===== src/rtl/core/wnll_pkg.sv =====
// ----------------------------------------------------------------------------
// wnll_pkg: shared types and constants for the weighted NLL loss block
// Payload structs, register indexes, command and mode codes, divider widths.
// ----------------------------------------------------------------------------
package wnll_pkg;

  localparam int MAX_CLASSES_DEF = 256;

  // iterative divider: Q.32 magnitude over Q.16 weight sum
  localparam int DIV_NUM_W = 64;
  localparam int DIV_DEN_W = 36;

  localparam int WEIGHT_W = 18;
  localparam logic [WEIGHT_W-1:0] ONE_Q16 = 18'h10000;

  // command codes
  localparam logic CMD_LOAD   = 1'b0;
  localparam logic CMD_SAMPLE = 1'b1;

  // reduction modes; the reserved code behaves as mean
  localparam logic [1:0] MODE_NONE = 2'd0;
  localparam logic [1:0] MODE_SUM  = 2'd1;
  localparam logic [1:0] MODE_MEAN = 2'd2;

  // configuration register indexes
  localparam logic [2:0] REG_REDUCTION_MODE = 3'd0;
  localparam logic [2:0] REG_IGNORE_ENABLE  = 3'd1;
  localparam logic [2:0] REG_IGNORE_LABEL   = 3'd2;
  localparam logic [2:0] REG_WEIGHTS_ENABLE = 3'd3;
  localparam logic [2:0] REG_CLASS_COUNT    = 3'd4;

  typedef struct packed {
    logic                cmd;
    logic signed [15:0]  label;
    logic signed [23:0]  score;
    logic [WEIGHT_W-1:0] weight_value;
    logic                last_sample;
  } item_t;

  typedef struct packed {
    logic signed [31:0] loss;
    logic               label_error;
    logic               is_reduced;
  } result_t;

  typedef struct packed {
    logic                 start;
    logic [DIV_NUM_W-1:0] dividend;
    logic [DIV_DEN_W-1:0] divisor;
  } div_req_t;

  typedef struct packed {
    logic                 done;
    logic [DIV_NUM_W-1:0] quotient;
  } div_rsp_t;

endpackage


===== src/rtl/core/wnll_wmem.sv =====
// ----------------------------------------------------------------------------
// wnll_wmem: class weight table
// One write port, one read port with registered read data.
// ----------------------------------------------------------------------------
module wnll_wmem #(
  parameter int DEPTH = wnll_pkg::MAX_CLASSES_DEF
) (
  input  logic                          clk,
  input  logic                          we,
  input  logic [$clog2(DEPTH)-1:0]      waddr,
  input  logic [wnll_pkg::WEIGHT_W-1:0] wdata,
  input  logic                          re,
  input  logic [$clog2(DEPTH)-1:0]      raddr,
  output logic [wnll_pkg::WEIGHT_W-1:0] rdata
);

  logic [wnll_pkg::WEIGHT_W-1:0] mem [DEPTH];

  always_ff @(posedge clk) begin
    if (we) begin
      mem[waddr] <= wdata;
    end
  end

  always_ff @(posedge clk) begin
    if (re) begin
      rdata <= mem[raddr];
    end
  end

endmodule


===== config.mk =====
export PLATFORM = sky130hd
export DESIGN_NAME = wnll_wmem
export DESIGN_NICKNAME = d
export VERILOG_FILES = /design/src/rtl/core/wnll_pkg.sv /design/src/rtl/core/wnll_wmem.sv
export SDC_FILE = /design/constraint.sdc
export NUM_CORES = 2
export LEC_CHECK = 0
export BUFFER_PORTS_ARGS = -buffer_cell sky130_fd_sc_hd__buf_2
export CAP_MARGIN = 20
export CORE_ASPECT_RATIO = 1.2
export CORE_UTILIZATION = 45
export CTS_CLUSTER_SIZE = 20
export DETAILED_ROUTE_END_ITERATION = 6
export MAX_ROUTING_LAYER = met4
export PLACE_DENSITY = 0.56
export SETUP_SLACK_MARGIN = 0.4
export SLEW_MARGIN = 20
export SYNTH_ARGS = -nofsm -noshare
export SYNTH_HDL_FRONTEND = slang
export SYNTH_MEMORY_MAX_BITS = 65536
export SYNTH_SLANG_ARGS = --single-unit

===== constraint.sdc =====
create_clock -name clk -period 4.2 [get_ports clk]
set_input_delay 0.21 -clock clk [delete_from_list [all_inputs] [get_ports clk]]
set_output_delay 0.21 -clock clk [all_outputs]
set_load 0.01 [all_outputs]

==> results.yml <==
placed_design:
  place_ws_ns: -0.07425
  dpl.hpwl_um: 309700
  gp_congestion: 0.8977
  io_buffers: 54
timing:
  clock_skew_ns: 0.07090
  final.setup.worst_slack_ns: 0.8588
  slew_headroom: 0.09230
  rsz0062_at_grt: "false"
  period_share: 0.7955
  post-route-min-period_ns: 3.341
  setup_tns_ns: 0
  fmax_ghz: 0.2993
  worst_pin_slew_ns: 1.362
  finalHoldViolations: 0
  holdWs_ns: 0.1304
  setup_viol: 0
  slew_violations: 0
yosys:
  synth_area_sq_um: 178400
  ys_seq_area_frac: 0.7787
  synth_edf_count: 4626
  synth-seq-cells: 4626
  synth_cell_type_count: 40
  syn_nets: 8318
  ys_async_sr_fraction: 0
  yosys_warnings: 0
  postSynthCellCount: 8281
  ys.flop_type: "edfxtp_1"
  synth_area_per_cell_sq_um: 21.54
die:
  die_h_um: 691.7
  die_area_sq_um: 399000
  chipWidth_um: 576.8
  ios: 55
  design.core.area_sq_um: 393500
  rows: 252
  start_util: 0.4534
drt:
  drc_errors: 0
  drtPass1Iterations: 7
  viasPerCell: 6.129
  ant_nets: 0
  wirelength_um: 505600
  drt_iter0_drc: 11280
  wl_per_cell_um: 34.59
  vias: 89570
power_and_ir_drop:
  power_density_nw_per_um2: 466.8
  ir_drop_v: 0.0003863
  cellLeakagePower_nw: 64.88
job:
  drv_cap: 0
min_path:
  hold_class: "input pin to flop"
  hold_start: "we"
setup_path:
  path_max_fanout: 41
  crit_type: "input pin to flop"
  cp.arrival_ns: 4.07
  cp-end-kind: "flop"
  critPathLaunch: "raddr[2]"
  cp_cell_sequence: "clkbuf_8, nand2b_4, buf_12, buf_12, buf_4, o221ai_1, o22ai_1, nor2_1, o22ai_1, nor4_2"
  crit_path_start_kind: "input pin"
  worstPathRequired_ns: 4.93
  crit_family: "compound AO/OA/AOI/OAI gates"
  slowest_stage: "o22ai_1"
  cp_slowest_stage_delay_ns: 1.02
  timing.rr.start: "mem[128][2]$_DFFE_PP_"
  path_buf_inv: 4
global_route:
  grt_util_all_layers: 0.2595
  grt_overflow: 0
  grt_pass1_wl_um: 706200
  grt_pass1_vias: 89260
  grt_start_max_net_pins: 153
  antenna_found_initial: 42
clock_network:
  cts_buffers: 450
  cts.sinks: 4626
  path_clk_slew_ns: 0.06
  post-cts-setup-buffers: 0
  h-tree-depth: 5
  cts_root_buf: "clkbuf_16"
  cts.path.max_buffers: 4
  cts_tree: "built"
  clk_latency_ns: 1.02
final_layout:
  fin_nets: 9064
  drive_gt1_frac: 0.2639
  syn_to_final_growth_pct: 14.12
  fillers: 30840
status:
  run_status: "finished clean"
per-stage QoR:
step                      instances    util  power [mW]  instance area [sq um]
after floorplan                8281       -       54.47                 178400
after global placement        13750  0.4810       57.00                 189300
after detailed placement      13760  0.4812       57.09                 189400
after CTS                     14590  0.5172       95.72                 203500
after global routing          14610  0.5174       97.51                 203600
final                         14610  0.5174       95.04                 203600
kinds of logic after synthesis:
kind of cell | Yosys count | synth area share
simple gates | 637 | 0.01657
mux | 1656 | 0.1535
flops | 4626 | 0.7787
buf+inv | 500 | 0.01725
compound gates | 862 | 0.03403
tightest hold or removal path: cells and delay by family:
kind | cells | cell delay [ns]
buffers and inverters | 2 | 0.52
AND/OR/NAND/NOR | 2 | 0.18
final timing paths:
check        slack (ns)                      to  cells past startpoint
min                0.13  mem[181][12]$_DFFE_PP_                      4
max                0.86      rdata[0]$_DFFE_PP_                     10
min reg2reg        1.13      rdata[4]$_DFFE_PP_                      5
max reg2reg        1.05      rdata[2]$_DFFE_PP_                      6
cell usage after synthesis (all sizes together) (8+ instances only):
library cell  number  area share
o22ai            238      0.0083
mux2i            792       0.044
a22o              19     0.00093
o21ai             14     0.00039
o211ai            10     0.00042
buf              268       0.012
clkbuf           228      0.0048
a22oi             51      0.0021
a31oi             20     0.00070
nor2b              8     0.00028
nor3             159      0.0045
o221ai           318       0.016
a21oi            190      0.0053
mux4             864        0.11
edfxtp          4626        0.78
nand3             23     0.00065
nand2             81      0.0017
nand4             27     0.00095
nor2             290      0.0061
nor4              34      0.0019
per-layer routing:
metal / vias to the layer above / track usage / wire length (um)
met1: 48280 / 0.3467 / 201600
met4: 0 / 0.08908 / 20190
met5: - / - / 0
met3: 754 / 0.03782 / 37940
met2: 3805 / 0.4103 / 245800
li1: 36720 / - / -
flip-flops by register name (all words and copies together), names as in the netlist:
signal  count
mem      4608
rdata      18
power by group:
part | total, mW | internal (mW) | switching (mW)
combinational | 5.11 | 1.76 | 3.35
sequential | 51.0 | 50.9 | 0.0695
clock | 38.9 | 21.7 | 17.2
cell usage in the layout, fill, tap and decap left out, types with 15 or more instances in the layout:
cell           instances
a21oi_1              190
a22o_1                19
a22oi_1               51
a31oi_1               20
buf_12                81
buf_2                 31
buf_4                631
buf_8                 19
bufinv_16             31
clkbuf_1             101
clkbuf_16            456
clkinv_1             116
clkinv_2              72
diode_2               23
dlygate4sd3_1         25
edfxtp_1            4626
mux2i_1              792
mux4_2               864
nand2_1               80
nand4_1               27
nor2_1                89
nor2_2               199
nor3_1               146
nor4_1                15
nor4_2                18
o221ai_1             317
o22ai_1              237
timing repair:
item / 4_1_cts / 5_1_grt
hold endpoints to repair: 1919 / 0
hold buffers: 25 / 0
resized for setup: 0 / 0
layout make-up:
class	count	area [sq um]	share of cell area
antenna	23	57.56	0.0002827
tap	5207	6515	0.03200
multi-input combinational	3155	37060	0.1820
timing repair buffer	790	7086	0.03480
sequential	4626	138900	0.6823
clock inverter	252	2138	0.01050
clock buffer	557	11790	0.05791
inverter	4	27.53	0.0001352
No activity file was read; power rests on OpenSTA's default activity.
