===== src/rtl/core/wnll_pkg.sv =====
// ----------------------------------------------------------------------------
// wnll_pkg: shared types and constants for the weighted NLL loss block
// Payload structs, register indexes, command and mode codes, divider widths.
// ----------------------------------------------------------------------------
package wnll_pkg;

  localparam int MAX_CLASSES_DEF = 256;

  // iterative divider: Q.32 magnitude over Q.16 weight sum
  localparam int DIV_NUM_W = 64;
  localparam int DIV_DEN_W = 36;

  localparam int WEIGHT_W = 18;
  localparam logic [WEIGHT_W-1:0] ONE_Q16 = 18'h10000;

  // command codes
  localparam logic CMD_LOAD   = 1'b0;
  localparam logic CMD_SAMPLE = 1'b1;

  // reduction modes; the reserved code behaves as mean
  localparam logic [1:0] MODE_NONE = 2'd0;
  localparam logic [1:0] MODE_SUM  = 2'd1;
  localparam logic [1:0] MODE_MEAN = 2'd2;

  // configuration register indexes
  localparam logic [2:0] REG_REDUCTION_MODE = 3'd0;
  localparam logic [2:0] REG_IGNORE_ENABLE  = 3'd1;
  localparam logic [2:0] REG_IGNORE_LABEL   = 3'd2;
  localparam logic [2:0] REG_WEIGHTS_ENABLE = 3'd3;
  localparam logic [2:0] REG_CLASS_COUNT    = 3'd4;

  typedef struct packed {
    logic                cmd;
    logic signed [15:0]  label;
    logic signed [23:0]  score;
    logic [WEIGHT_W-1:0] weight_value;
    logic                last_sample;
  } item_t;

  typedef struct packed {
    logic signed [31:0] loss;
    logic               label_error;
    logic               is_reduced;
  } result_t;

  typedef struct packed {
    logic                 start;
    logic [DIV_NUM_W-1:0] dividend;
    logic [DIV_DEN_W-1:0] divisor;
  } div_req_t;

  typedef struct packed {
    logic                 done;
    logic [DIV_NUM_W-1:0] quotient;
  } div_rsp_t;

endpackage


===== src/rtl/core/wnll_div.sv =====
// ----------------------------------------------------------------------------
// wnll_div: iterative unsigned divider
// Restoring division, one quotient bit per cycle, done pulses when finished.
// ----------------------------------------------------------------------------
module wnll_div (
  input  logic               clk,
  input  logic               rst,
  input  wnll_pkg::div_req_t req,
  output wnll_pkg::div_rsp_t rsp
);

  localparam int NW    = wnll_pkg::DIV_NUM_W;
  localparam int DW    = wnll_pkg::DIV_DEN_W;
  localparam int CNT_W = $clog2(NW);
  localparam logic [CNT_W-1:0] CNT_LAST = CNT_W'(NW - 1);

  logic             busy;
  logic             done;
  logic [CNT_W-1:0] cnt;
  logic [DW-1:0]    rem;
  logic [DW-1:0]    dvs;
  logic [NW-1:0]    quo;

  logic [DW:0]   trial;
  logic [DW+1:0] diff;
  logic          fits;

  // shift the next dividend bit into the partial remainder and try a subtract
  always_comb begin
    trial = {rem, quo[NW-1]};
    diff  = {1'b0, trial} - {2'b00, dvs};
    fits  = !diff[DW+1];
  end

  always_ff @(posedge clk) begin
    if (rst) begin
      busy <= 1'b0;
      done <= 1'b0;
      cnt  <= '0;
    end else begin
      done <= 1'b0;
      if (req.start) begin
        busy <= 1'b1;
        cnt  <= '0;
        rem  <= '0;
        quo  <= req.dividend;
        dvs  <= req.divisor;
      end else if (busy) begin
        rem <= fits ? diff[DW-1:0] : trial[DW-1:0];
        quo <= {quo[NW-2:0], fits};
        cnt <= cnt + 1'b1;
        if (cnt == CNT_LAST) begin
          busy <= 1'b0;
          done <= 1'b1;
        end
      end
    end
  end

  assign rsp.done     = done;
  assign rsp.quotient = quo;

endmodule


===== config.mk =====
export PLATFORM = sky130hd
export DESIGN_NAME = wnll_div
export DESIGN_NICKNAME = d
export VERILOG_FILES = /design/src/rtl/core/wnll_pkg.sv /design/src/rtl/core/wnll_div.sv
export SDC_FILE = /design/constraint.sdc
export NUM_CORES = 1
export LEC_CHECK = 0
export ABC_AREA = 1
export BUFFER_PORTS_ARGS = -buffer_cell sky130_fd_sc_hd__buf_2
export CORE_ASPECT_RATIO = 0.9
export CORE_MARGIN = 4
export CORE_UTILIZATION = 35
export CTS_BUF_LIST = sky130_fd_sc_hd__clkbuf_8
export CTS_CLUSTER_SIZE = 40
export DETAILED_ROUTE_END_ITERATION = 10
export PLACE_DENSITY = 0.63
export SYNTH_ARGS = -nofsm -noshare
export SYNTH_HDL_FRONTEND = slang
export SYNTH_SLANG_ARGS = --single-unit

===== constraint.sdc =====
create_clock -name clk -period 9.7 [get_ports clk]
set_clock_uncertainty 0.15 [all_clocks]
set_input_delay 1.94 -clock clk [delete_from_list [all_inputs] [get_ports clk]]
set_output_delay 1.94 -clock clk [all_outputs]
set_load 0.05 [all_outputs]

==> run summary, run 1 <==
Cts bufs inserted - 17
CP max stage cell - nor2_4
First-pass GRT wire length - 36.8 mm
Initial antenna violation count - 3
Worst-path fanout max - 66
Family with the most delay on the worst path - buffers and inverters
Startpoint Class - input port
Clock Latency Late Sink - 0.48 ns
Predominant post-synthesis flop cell - edfxtp_1
Post-route ant nets - 0
Root Driver - clkbuf_8
Fin crit period - 4.23 ns
Post-Synthesis Cells - 1107
Final net count - 1413
GPL Wtd Cong - 0.902
Antenna cells - 0
Crit path kind - input port to register
Most frequent cells in the layout - nand2_1, buf_2, inv_1, edfxtp_1, nor2_1
Power Density - 188 nW/um^2
Commonest non-fill, non-tap cell in the layout - nand2_1
Vias post-DR - 7520
IO buf count - 167
Post-detail-place hpwl - 17.2 mm
Status - finished clean
Met1 wire length - 10.7 mm
Fmax - 0.236 GHz
Delay of the slowest critical-path stage - 1.00 ns
Worst min path class - register to register
Worst EP required - 9.64 ns
Leading area contributor after synthesis - edfxtp_1
Met3 wire len - 1.82 mm
Post-Place Setup Slack - 4.84 ns
Distinct cells, synth - 36
Flops & latches, synth - 144
Slew headroom - 26.0%
Tightest Pin Transition - 1.11 ns
I/O Pins - 168
# Post-CTS Setup Buffers - 0
Post-DR wirelength/cell - 14.4 um
Post-Layout Cell Count - 1593
Ratio of cells with drive above 1 in the final layout - 17.1%
Register area share after synthesis - 49.3%
Maximum VDD drop - 0.114 mV
Num rows - 54
Final worst path period share - 43.7%
Synth Cell Area - 8620 um^2
Cells along the critical path - buf_2 > buf_4 > clkinv_2 > nor2_4
Pleak - 5.10 nW
Die Width - 173 um
Synth top area share - 47.4%
Buffers & Inverters on Critical Path - 3
Final WL - 22.9 mm
Largest net degree at the start of global routing - 74
EDFF count, synth - 136
Initial core utilization - 35.5%
Crit end category - register
Cells after DPL - 1561
Max layer used - met5
CTS tree - built
Drt pass-1 iters - 6
Syn avg cell area - 7.78 um^2
Mean number of vias per cell - 4.72
Total congestion overflow - 0
DRC violations left - 0
Post-Syn Nets - 1248
Clock Sinks - 144
H-tree levels - 4
Core ar. - 24300 um^2
YS warnings - 0
Slew Limit Fails - 0
# Max-Cap Violations - 0
Clk slew on worst S/H paths - 0.09 ns
Vias in the first global route - 7213
Async S/R FF share, synth - 0%
Fin Setup TNS - 0 ns
Synth top area cells - edfxtp_1, nand2_1, inv_1
RSZ-0062 raised after global routing - no
Critical Path AT - 4.17 ns
Hold-fix buffers, CTS - 0
Clock Path Buffers - 2
Setup slack after layout - 5.47 ns
Total GRT Usage - 16.9%
Die ar. - 27200 um^2
Final Hold Viols - 0
Layout area overhead - 17.9%
Final setup violation count - 0
Die Span Y - 157 um
First DRT Iteration DRCs - 515
Met2 wire length - 10.0 mm
Post-cts gate resize count - 0
cells in the mapped netlist (all sizes together), types with 5 or more instances:
library cell	number
nand2	438
inv	164
edfxtp	136
nor2	125
o21ai	45
nand3	42
ha	37
a21oi	34
xor2	18
clkbuf	17
nor3	11
buf	8
dfxtp	8
nand4	6
o21bai	5
flip-flops by register name (all words and copies together), names as in the netlist:
signal,count
quo,64
dvs,36
rem,36
cnt,6
busy,1
done,1
cell families (layout without fill, tap and decap cells):
kind of cell	after synthesis	after routing	share of synthesized area, %
DFF	144	144	49.3
adders and majority gates	38	38	5.61
xor gates and xnor gates	19	19	1.93
buffers and inverters	189	367	8.67
and+or+nand+nor	629	629	29.2
AOI/OAI and AO/OA	88	88	5.33
layout make-up:
type	instances	area, um^2
fillers	2474	14100
flip-flops and latches	144	4240
multi-input cells	774	3640
repair buffers	171	866
inverters	164	619
well taps	308	385
clock buffers	17	234
clock inverters	15	170
report_power, final:
| group | total, mW | switching, mW | leakage, nW | internal [mW] |
|---|---|---|---|---|
| clock | 0.501 | 0.284 | 0.204 | 0.217 |
| combinational | 0.610 | 0.423 | 3.51 | 0.186 |
| sequential | 0.796 | 0.0339 | 1.38 | 0.763 |
per-layer routing:
metal  track usage (%)  vias up
li1                  -     3826
met1              22.6     3417
met2              26.8      239
met3              5.31       32
met4              4.26        6
met5                 0        -
per-stage QoR:
| step | util (%) | hold WS (ns) | cell area, um^2 | total power, mW |
|---|---|---|---|---|
| global placement | 40.2 | 0.325 | 9760 | 1.41 |
| global route | 41.9 | 0.368 | 10200 | 2.03 |
| CTS | 41.9 | 0.342 | 10200 | 1.92 |
| finish | 41.9 | 0.335 | 10200 | 1.91 |
| floorplan | - | 0.300 | 8620 | 1.27 |
| detailed placement | 40.2 | 0.327 | 9760 | 1.42 |
path summary, 6_finish.rpt:
path | start | endpoint | slack (ns) | depth (start not counted)
worst max-delay path | req[100] | dvs[33]$_DFFE_PP_ | 5.47 | 4
worst min-delay path | cnt[0]$_SDFFE_PP0P_ | cnt[0]$_SDFFE_PP0P_ | 0.34 | 1
worst min register to register | cnt[0]$_SDFFE_PP0P_ | cnt[0]$_SDFFE_PP0P_ | 0.34 | 1
worst max register to register | rem[7]$_SDFFCE_PP0P_ | rem[19]$_SDFFCE_PP0P_ | 6.74 | 12
worst reg2reg max path, delay by kind of cell (launching register included):
family / cells / cell delay [ns]
adder cells (fa/ha/maj): 1 / 0.40
buffers and inverters: 1 / 0.25
flip-flops: 1 / 0.46
AND/OR/NAND/NOR: 10 / 1.46
No activity file was read; power rests on OpenSTA's default activity.
==> inputs of run 2 (changes only) <==
Clock period 9.7 ns to 3.75 ns, I/O delays scaled along.
==> run 2 against run 1 <==
Effect of this change: sequential share of layout area down 0.12 points; worst hold slack got worse by 0.038 ns; clock-buffer cell count unchanged; combinational power rose to 2.6 times the previous value; first-iteration DRC count is 4.7% lower.
==> run summary, run 2 (same netlist as run 1, synthesis figures left out) <==
Status - finished clean (unchanged)
IO buf count - 167 (unchanged)
CTS tree - built (unchanged)
Tightest Pin Transition - 0.831 ns (was 1.11 ns)
Post-DP Area - 9770 um^2 (was 9760 um^2)
# Post-CTS Setup Buffers - 0 (unchanged)
Power Density - 485 nW/um^2 (was 188 nW/um^2)
Most frequent CP cell - nor2_1
Crit end category - register (unchanged)
Initial core utilization - 35.5% (unchanged)
Hold-fix buffers, CTS - 0 (unchanged)
Vias in the first global route - 7359 (was 7213)
Die Width - 173 um (unchanged)
Critical Path AT - 3.07 ns (was 4.17 ns)
Fin Setup TNS - 0 ns (unchanged)
Initial antenna violation count - 4 (was 3)
Worst-path fanout max - 41 (was 66)
Startpoint Class - register (was input port)
Maximum VDD drop - 0.217 mV (was 0.114 mV)
Clock Path Buffers - 2 (unchanged)
Finished Cell Area - 10200 um^2 (about the same)
Total congestion overflow - 0 (unchanged)
Mean number of vias per cell - 4.72 (about the same)
Final Hold Viols - 0 (unchanged)
Largest Register - quo (unchanged)
Num rows - 54 (unchanged)
DRC violations left - 0 (unchanged)
Total GRT Usage - 17.3% (was 16.9%)
Delay of the slowest critical-path stage - 0.47 ns (was 1.00 ns)
Post-Place Setup Slack - 0.787 ns (was 4.84 ns)
Largest net degree at the start of global routing - 66 (was 74)
Ratio of cells with drive above 1 in the final layout - 17.3% (was 17.1%)
Die Span Y - 157 um (unchanged)
CP max stage cell - edfxtp_1 (was nor2_4)
Met2 wire length - 10.3 mm (was 10.0 mm)
First-pass GRT wire length - 38.0 mm (was 36.8 mm)
Slew Limit Fails - 0 (unchanged)
Buffers & Inverters on Critical Path - 1 (was 3)
Post-cts gate resize count - 0 (unchanged)
Die ar. - 27200 um^2 (unchanged)
Met3 wire len - 1.75 mm (was 1.82 mm)
Final net count - 1415 (was 1413)
First DRT Iteration DRCs - 491 (was 515)
Worst EP required - 3.81 ns (was 9.64 ns)
Commonest non-fill, non-tap cell in the layout - nand2_1 (unchanged)
Root Driver - clkbuf_8 (unchanged)
Post-route ant nets - 0 (unchanged)
Max reg flops - 64 (unchanged)
Critical path depth - 12 (was 4)
Worst reg2reg path depth - 12 (unchanged)
I/O Pins - 168 (unchanged)
Post-detail-place hpwl - 17.6 mm (was 17.2 mm)
Family with the most delay on the worst path - simple AND/OR/NAND/NOR gates (was buffers and inverters)
Fmax - 0.332 GHz
Antenna cells - 0 (unchanged)
RSZ-0062 raised after global routing - no (unchanged)
Core ar. - 24300 um^2 (unchanged)
Clock Latency Late Sink - 0.48 ns (about the same)
Cells along the critical path - ha_1 > nand2_1 > nor2_1 > nand2_1 > nor2_1 > nand2_1 > nand3_2 > nand2_2 > nand2_4 > inv_4 > nor2_1 > nor2_1 (was buf_2 > buf_4 > clkinv_2 > nor2_4)
Drt pass-1 iters - 5 (was 6)
Final WL - 23.5 mm (was 22.9 mm)
Vias post-DR - 7522 (was 7520)
Final setup violation count - 0 (unchanged)
GPL Wtd Cong - 0.957 (was 0.902)
Slew headroom - 44.6% (was 26.0%)
Setup slack after layout - 0.742 ns (was 5.47 ns)
Fin crit period - 3.01 ns
Clk slew on worst S/H paths - 0.11 ns (was 0.09 ns)
Met1 wire length - 11.1 mm (was 10.7 mm)
Filler cell count - 2462 (was 2474)
# Max-Cap Violations - 0 (unchanged)
Final worst path period share - 80.2%
Cts bufs inserted - 17 (unchanged)
Most frequent cells in the layout - nand2_1, buf_2, inv_1, edfxtp_1, nor2_1 (unchanged)
Layout area overhead - 18.3% (was 17.9%)
Worst min path class - input port to register (was register to register)
Clock Sinks - 144 (unchanged)
Max layer used - met5 (unchanged)
WHS Path Cells - 1 (unchanged)
Pleak - 5.11 nW (was 5.10 nW)
Crit path kind - register to register (was input port to register)
H-tree levels - 4 (unchanged)
Post-DR wirelength/cell - 14.7 um (was 14.4 um)
Largest regs - quo (64), dvs (36), rem (36) (unchanged)
## run 2: cell count changes in the layout (fill, tap and decap cells not counted)
cell | previous run | this run
buf_4 | 4 | 6
clkinv_4 | 1 | 3
inv_1 | 163 | 162
bufinv_16 | 1 | 0
clkinv_8 | 1 | 5
clkinvlp_4 | 2 | 0
inv_6 | 2 | 1
inv_8 | 7 | 6
## run 2: worst paths after layout
kind	slack (ns)	end	startpoint
setup / recovery	0.74	rem[23]$_SDFFCE_PP0P_	rem[7]$_SDFFCE_PP0P_
hold reg to reg	0.34	cnt[0]$_SDFFE_PP0P_	cnt[0]$_SDFFE_PP0P_
setup reg to reg	0.74	rem[23]$_SDFFCE_PP0P_	rem[7]$_SDFFCE_PP0P_
hold / removal	0.30	dvs[22]$_DFFE_PP_	req[22]
## run 2: layout make-up
class	instances	area, um^2	area share [%]
sequential	144	4240	41.6
multi-input combinational	774	3640	35.8
timing repair buffer	173	881	8.64
inverter	164	619	6.08
tap	308	385	3.78
clock buffer	17	234	2.30
clock inverter	15	184	1.80
## run 2: layer usage
layer  vias up  GRT usage (%)
met5         -              0
met4         8           3.91
met3        29           5.85
met2       210           27.7
met1      3435           23.1
li1       3840              -
## run 2: report_power, final
group / internal (mW) / leakage [nW] / switching [mW] / total [mW]
registers: 1.97 / 1.38 / 0.0813 / 2.05
clock network: 0.516 / 0.210 / 0.790 / 1.31
logic: 0.483 / 3.52 / 1.11 / 1.59
total: 2.97 / 5.11 / 1.98 / 4.95
## run 2: per-stage QoR
| stage | cells | util (%) | hold WS (ns) | total power [mW] |
|---|---|---|---|---|
| 2_1_floorplan | 1107 | - | 0.300 | 3.27 |
| 3_3_place_gp | 1563 | 40.3 | 0.324 | 3.66 |
| 3_5_place_dp | 1563 | 40.3 | 0.331 | 3.67 |
| 4_1_cts | 1595 | 42.0 | 0.268 | 5.00 |
| 5_1_grt | 1595 | 42.0 | 0.264 | 5.29 |
| 6_report | 1595 | 42.0 | 0.297 | 4.95 |
==> inputs of run 3 (changes only) <==
Settings changed: PLACE_DENSITY 0.63 to 0.61.
Clock period 3.75 ns to 2.8 ns, I/O delays scaled along.
==> run 3 against run 2 <==
Effect of this change: worst hold slack got worse by 0.19 ns; non-clock buffer count up 15; via count unchanged; maximum frequency grew 16%; sequential cell count stayed put; register-to-register slack got worse by 0.53 ns; utilization up 0.84 points; sequential share of layout area decreased by 0.82 points; highest routed layer unchanged.
==> run summary, run 3 (same netlist as run 1, synthesis figures left out) <==
Status - finished clean (unchanged)
Tightest Pin Transition - 0.660 ns (was 0.831 ns)
Setup slack after layout - 0.210 ns (was 0.742 ns)
Worst min path class - input port to register (unchanged)
RSZ-0062 raised after global routing - no (unchanged)
Most frequent CP cell - nor2_1 (unchanged)
Vias post-DR - 7522 (unchanged)
Hold-fix buffers, CTS - 0 (unchanged)
R2R Path End - rem[2]$_SDFFCE_PP0P_ (was rem[23]$_SDFFCE_PP0P_)
First-pass GRT wire length - 38.6 mm (was 38.0 mm)
Die ar. - 27200 um^2 (unchanged)
Layout area overhead - 20.7% (was 18.3%)
Die Span Y - 157 um (unchanged)
Fin crit period - 2.59 ns (was 3.01 ns)
Vias in the first global route - 7478 (was 7359)
Startpoint Class - register (unchanged)
Final Hold Viols - 0 (unchanged)
Final worst path period share - 92.5% (was 80.2%)
Critical Path AT - 2.65 ns (was 3.07 ns)
Cells along the critical path - ha_2 > nand2_1 > nor2_1 > nand2_1 > nor2_1 > nand2_1 > nand3_2 > nand2_2 > nand2_4 > inv_4 > buf_12 > nor2_1 > nor2_1 (was ha_1 > nand2_1 > nor2_1 > nand2_1 > nor2_1 > nand2_1 > nand3_2 > nand2_2 > nand2_4 > inv_4 > nor2_1 > nor2_1)
GPL Wtd Cong - 0.893 (was 0.957)
First DRT Iteration DRCs - 384 (was 491)
Hold path startpoint - req[19] (was req[22])
RR Startpoint - rem[7]$_SDFFCE_PP0P_ (unchanged)
Post-cts gate resize count - 0 (unchanged)
Worst EP required - 2.86 ns (was 3.81 ns)
Drt pass-1 iters - 5 (unchanged)
Finished Cell Area - 10400 um^2 (was 10200 um^2)
Num rows - 54 (unchanged)
Total congestion overflow - 0 (unchanged)
I/O Pins - 168 (unchanged)
Clock Latency Late Sink - 0.47 ns (was 0.48 ns)
Hold EP - dvs[19]$_DFFE_PP_ (was dvs[22]$_DFFE_PP_)
Total GRT Usage - 17.7% (was 17.3%)
Post-Place Setup Slack - 0.231 ns (was 0.787 ns)
Final WL - 24.1 mm (was 23.5 mm)
Crit path kind - register to register (unchanged)
Post-DP Area - 9960 um^2 (was 9770 um^2)
Family with the most delay on the worst path - simple AND/OR/NAND/NOR gates (unchanged)
IO buf count - 167 (unchanged)
Delay of the slowest critical-path stage - 0.43 ns (was 0.47 ns)
Fmax - 0.386 GHz (was 0.332 GHz)
Post-detail-place hpwl - 18.3 mm (was 17.6 mm)
Slew headroom - 56.0% (was 44.6%)
# Post-CTS Setup Buffers - 0 (unchanged)
Final net count - 1430 (was 1415)
Core ar. - 24300 um^2 (unchanged)
Critical path depth - 13 (was 12)
Largest Register - quo (unchanged)
Die Width - 173 um (unchanged)
Initial core utilization - 35.5% (unchanged)
Largest net degree at the start of global routing - 65 (was 66)
Cts bufs inserted - 17 (unchanged)
Post-route ant nets - 0 (unchanged)
Worst reg2reg path depth - 13 (was 12)
Slew Limit Fails - 0 (unchanged)
Maximum VDD drop - 0.316 mV (was 0.217 mV)
Root Driver - clkbuf_8 (unchanged)
Clk slew on worst S/H paths - 0.11 ns (about the same)
Max reg flops - 64 (unchanged)
Ratio of cells with drive above 1 in the final layout - 18.4% (was 17.3%)
Antenna cells - 0 (unchanged)
Pleak - 5.21 nW (was 5.11 nW)
WHS Path Cells - 1 (unchanged)
DRC violations left - 0 (unchanged)
Clock Path Buffers - 2 (unchanged)
Final setup violation count - 0 (unchanged)
Clock Sinks - 144 (unchanged)
CTS tree - built (unchanged)
Power Density - 662 nW/um^2 (was 485 nW/um^2)
Commonest non-fill, non-tap cell in the layout - nand2_1 (unchanged)
Hold slack - 0.111 ns (was 0.297 ns)
# Max-Cap Violations - 0 (unchanged)
H-tree levels - 4 (unchanged)
Flop2flop setup slack - 0.21 ns (was 0.74 ns)
Fin Setup TNS - 0 ns (unchanged)
Initial antenna violation count - 1 (was 4)
Mean number of vias per cell - 4.67 (was 4.72)
Crit end category - register (unchanged)
Post-DR wirelength/cell - 14.9 um (was 14.7 um)
Largest regs - quo (64), dvs (36), rem (36) (unchanged)
CP max stage cell - edfxtp_1 (unchanged)
Post-layout util - 42.9% (was 42.0%)
Most frequent cells in the layout - nand2_1, buf_2, inv_1, edfxtp_1, nor2_1 (unchanged)
Worst-path fanout max - 24 (was 41)
Buffers & Inverters on Critical Path - 2 (was 1)
## run 3: cell types whose count changed in the layout (fill, tap and decap cells not counted), moves of 2 or more
| cell | before | now |
|---|---|---|
| clkinvlp_4 | 0 | 2 |
| buf_4 | 6 | 16 |
| inv_8 | 6 | 3 |
| inv_6 | 1 | 6 |
| clkinv_8 | 5 | 0 |
| bufinv_16 | 0 | 3 |
| buf_12 | 0 | 5 |
| clkinv_4 | 3 | 0 |
## run 3: area by class of cell
type                    count  area, um^2
well taps                 308         385
inverters                 164         631
clock inverters            15         195
clock buffers              17         234
fillers                  2507       13900
repair buffers            188        1060
multi-input cells         774        3650
flip-flops and latches    144        4240
## run 3: how the worst max path moves through the flow
stage | start | end | slack, ns
after floorplan | req[100] | quo[0]$_DFFE_PP_ | -0.26
after global placement | rem[7]$_SDFFCE_PP0P_ | rem[19]$_SDFFCE_PP0P_ | 0.20
after detailed placement | rem[7]$_SDFFCE_PP0P_ | rem[23]$_SDFFCE_PP0P_ | 0.23
after CTS | rem[7]$_SDFFCE_PP0P_ | rem[2]$_SDFFCE_PP0P_ | 0.19
after global routing | rem[7]$_SDFFCE_PP0P_ | rem[3]$_SDFFCE_PP0P_ | 0.02
final | rem[7]$_SDFFCE_PP0P_ | rem[2]$_SDFFCE_PP0P_ | 0.21
## run 3: metrics by stage
stage | total power, mW | std cells
final | 6.88 | 1610
after global routing | 7.32 | 1610
after CTS | 6.94 | 1610
after detailed placement | 5.04 | 1578
after global placement | 5.04 | 1578
after floorplan | 4.38 | 1107
## run 3: routing by layer
| layer | track usage (%) | wire [um] | vias to the layer above |
|---|---|---|---|
| li1 | - | - | 3859 |
| met1 | 24.1 | 11100 | 3433 |
| met2 | 28.9 | 10900 | 218 |
| met3 | 5.39 | 1950 | 10 |
| met4 | 2.62 | 135 | 2 |
| met5 | 0 | 13 | - |
## run 3: power breakdown
part	total [mW]	switching [mW]	internal, mW
clock	1.88	0.965	0.914
combinational	2.25	1.52	0.731
sequential	2.75	0.110	2.64
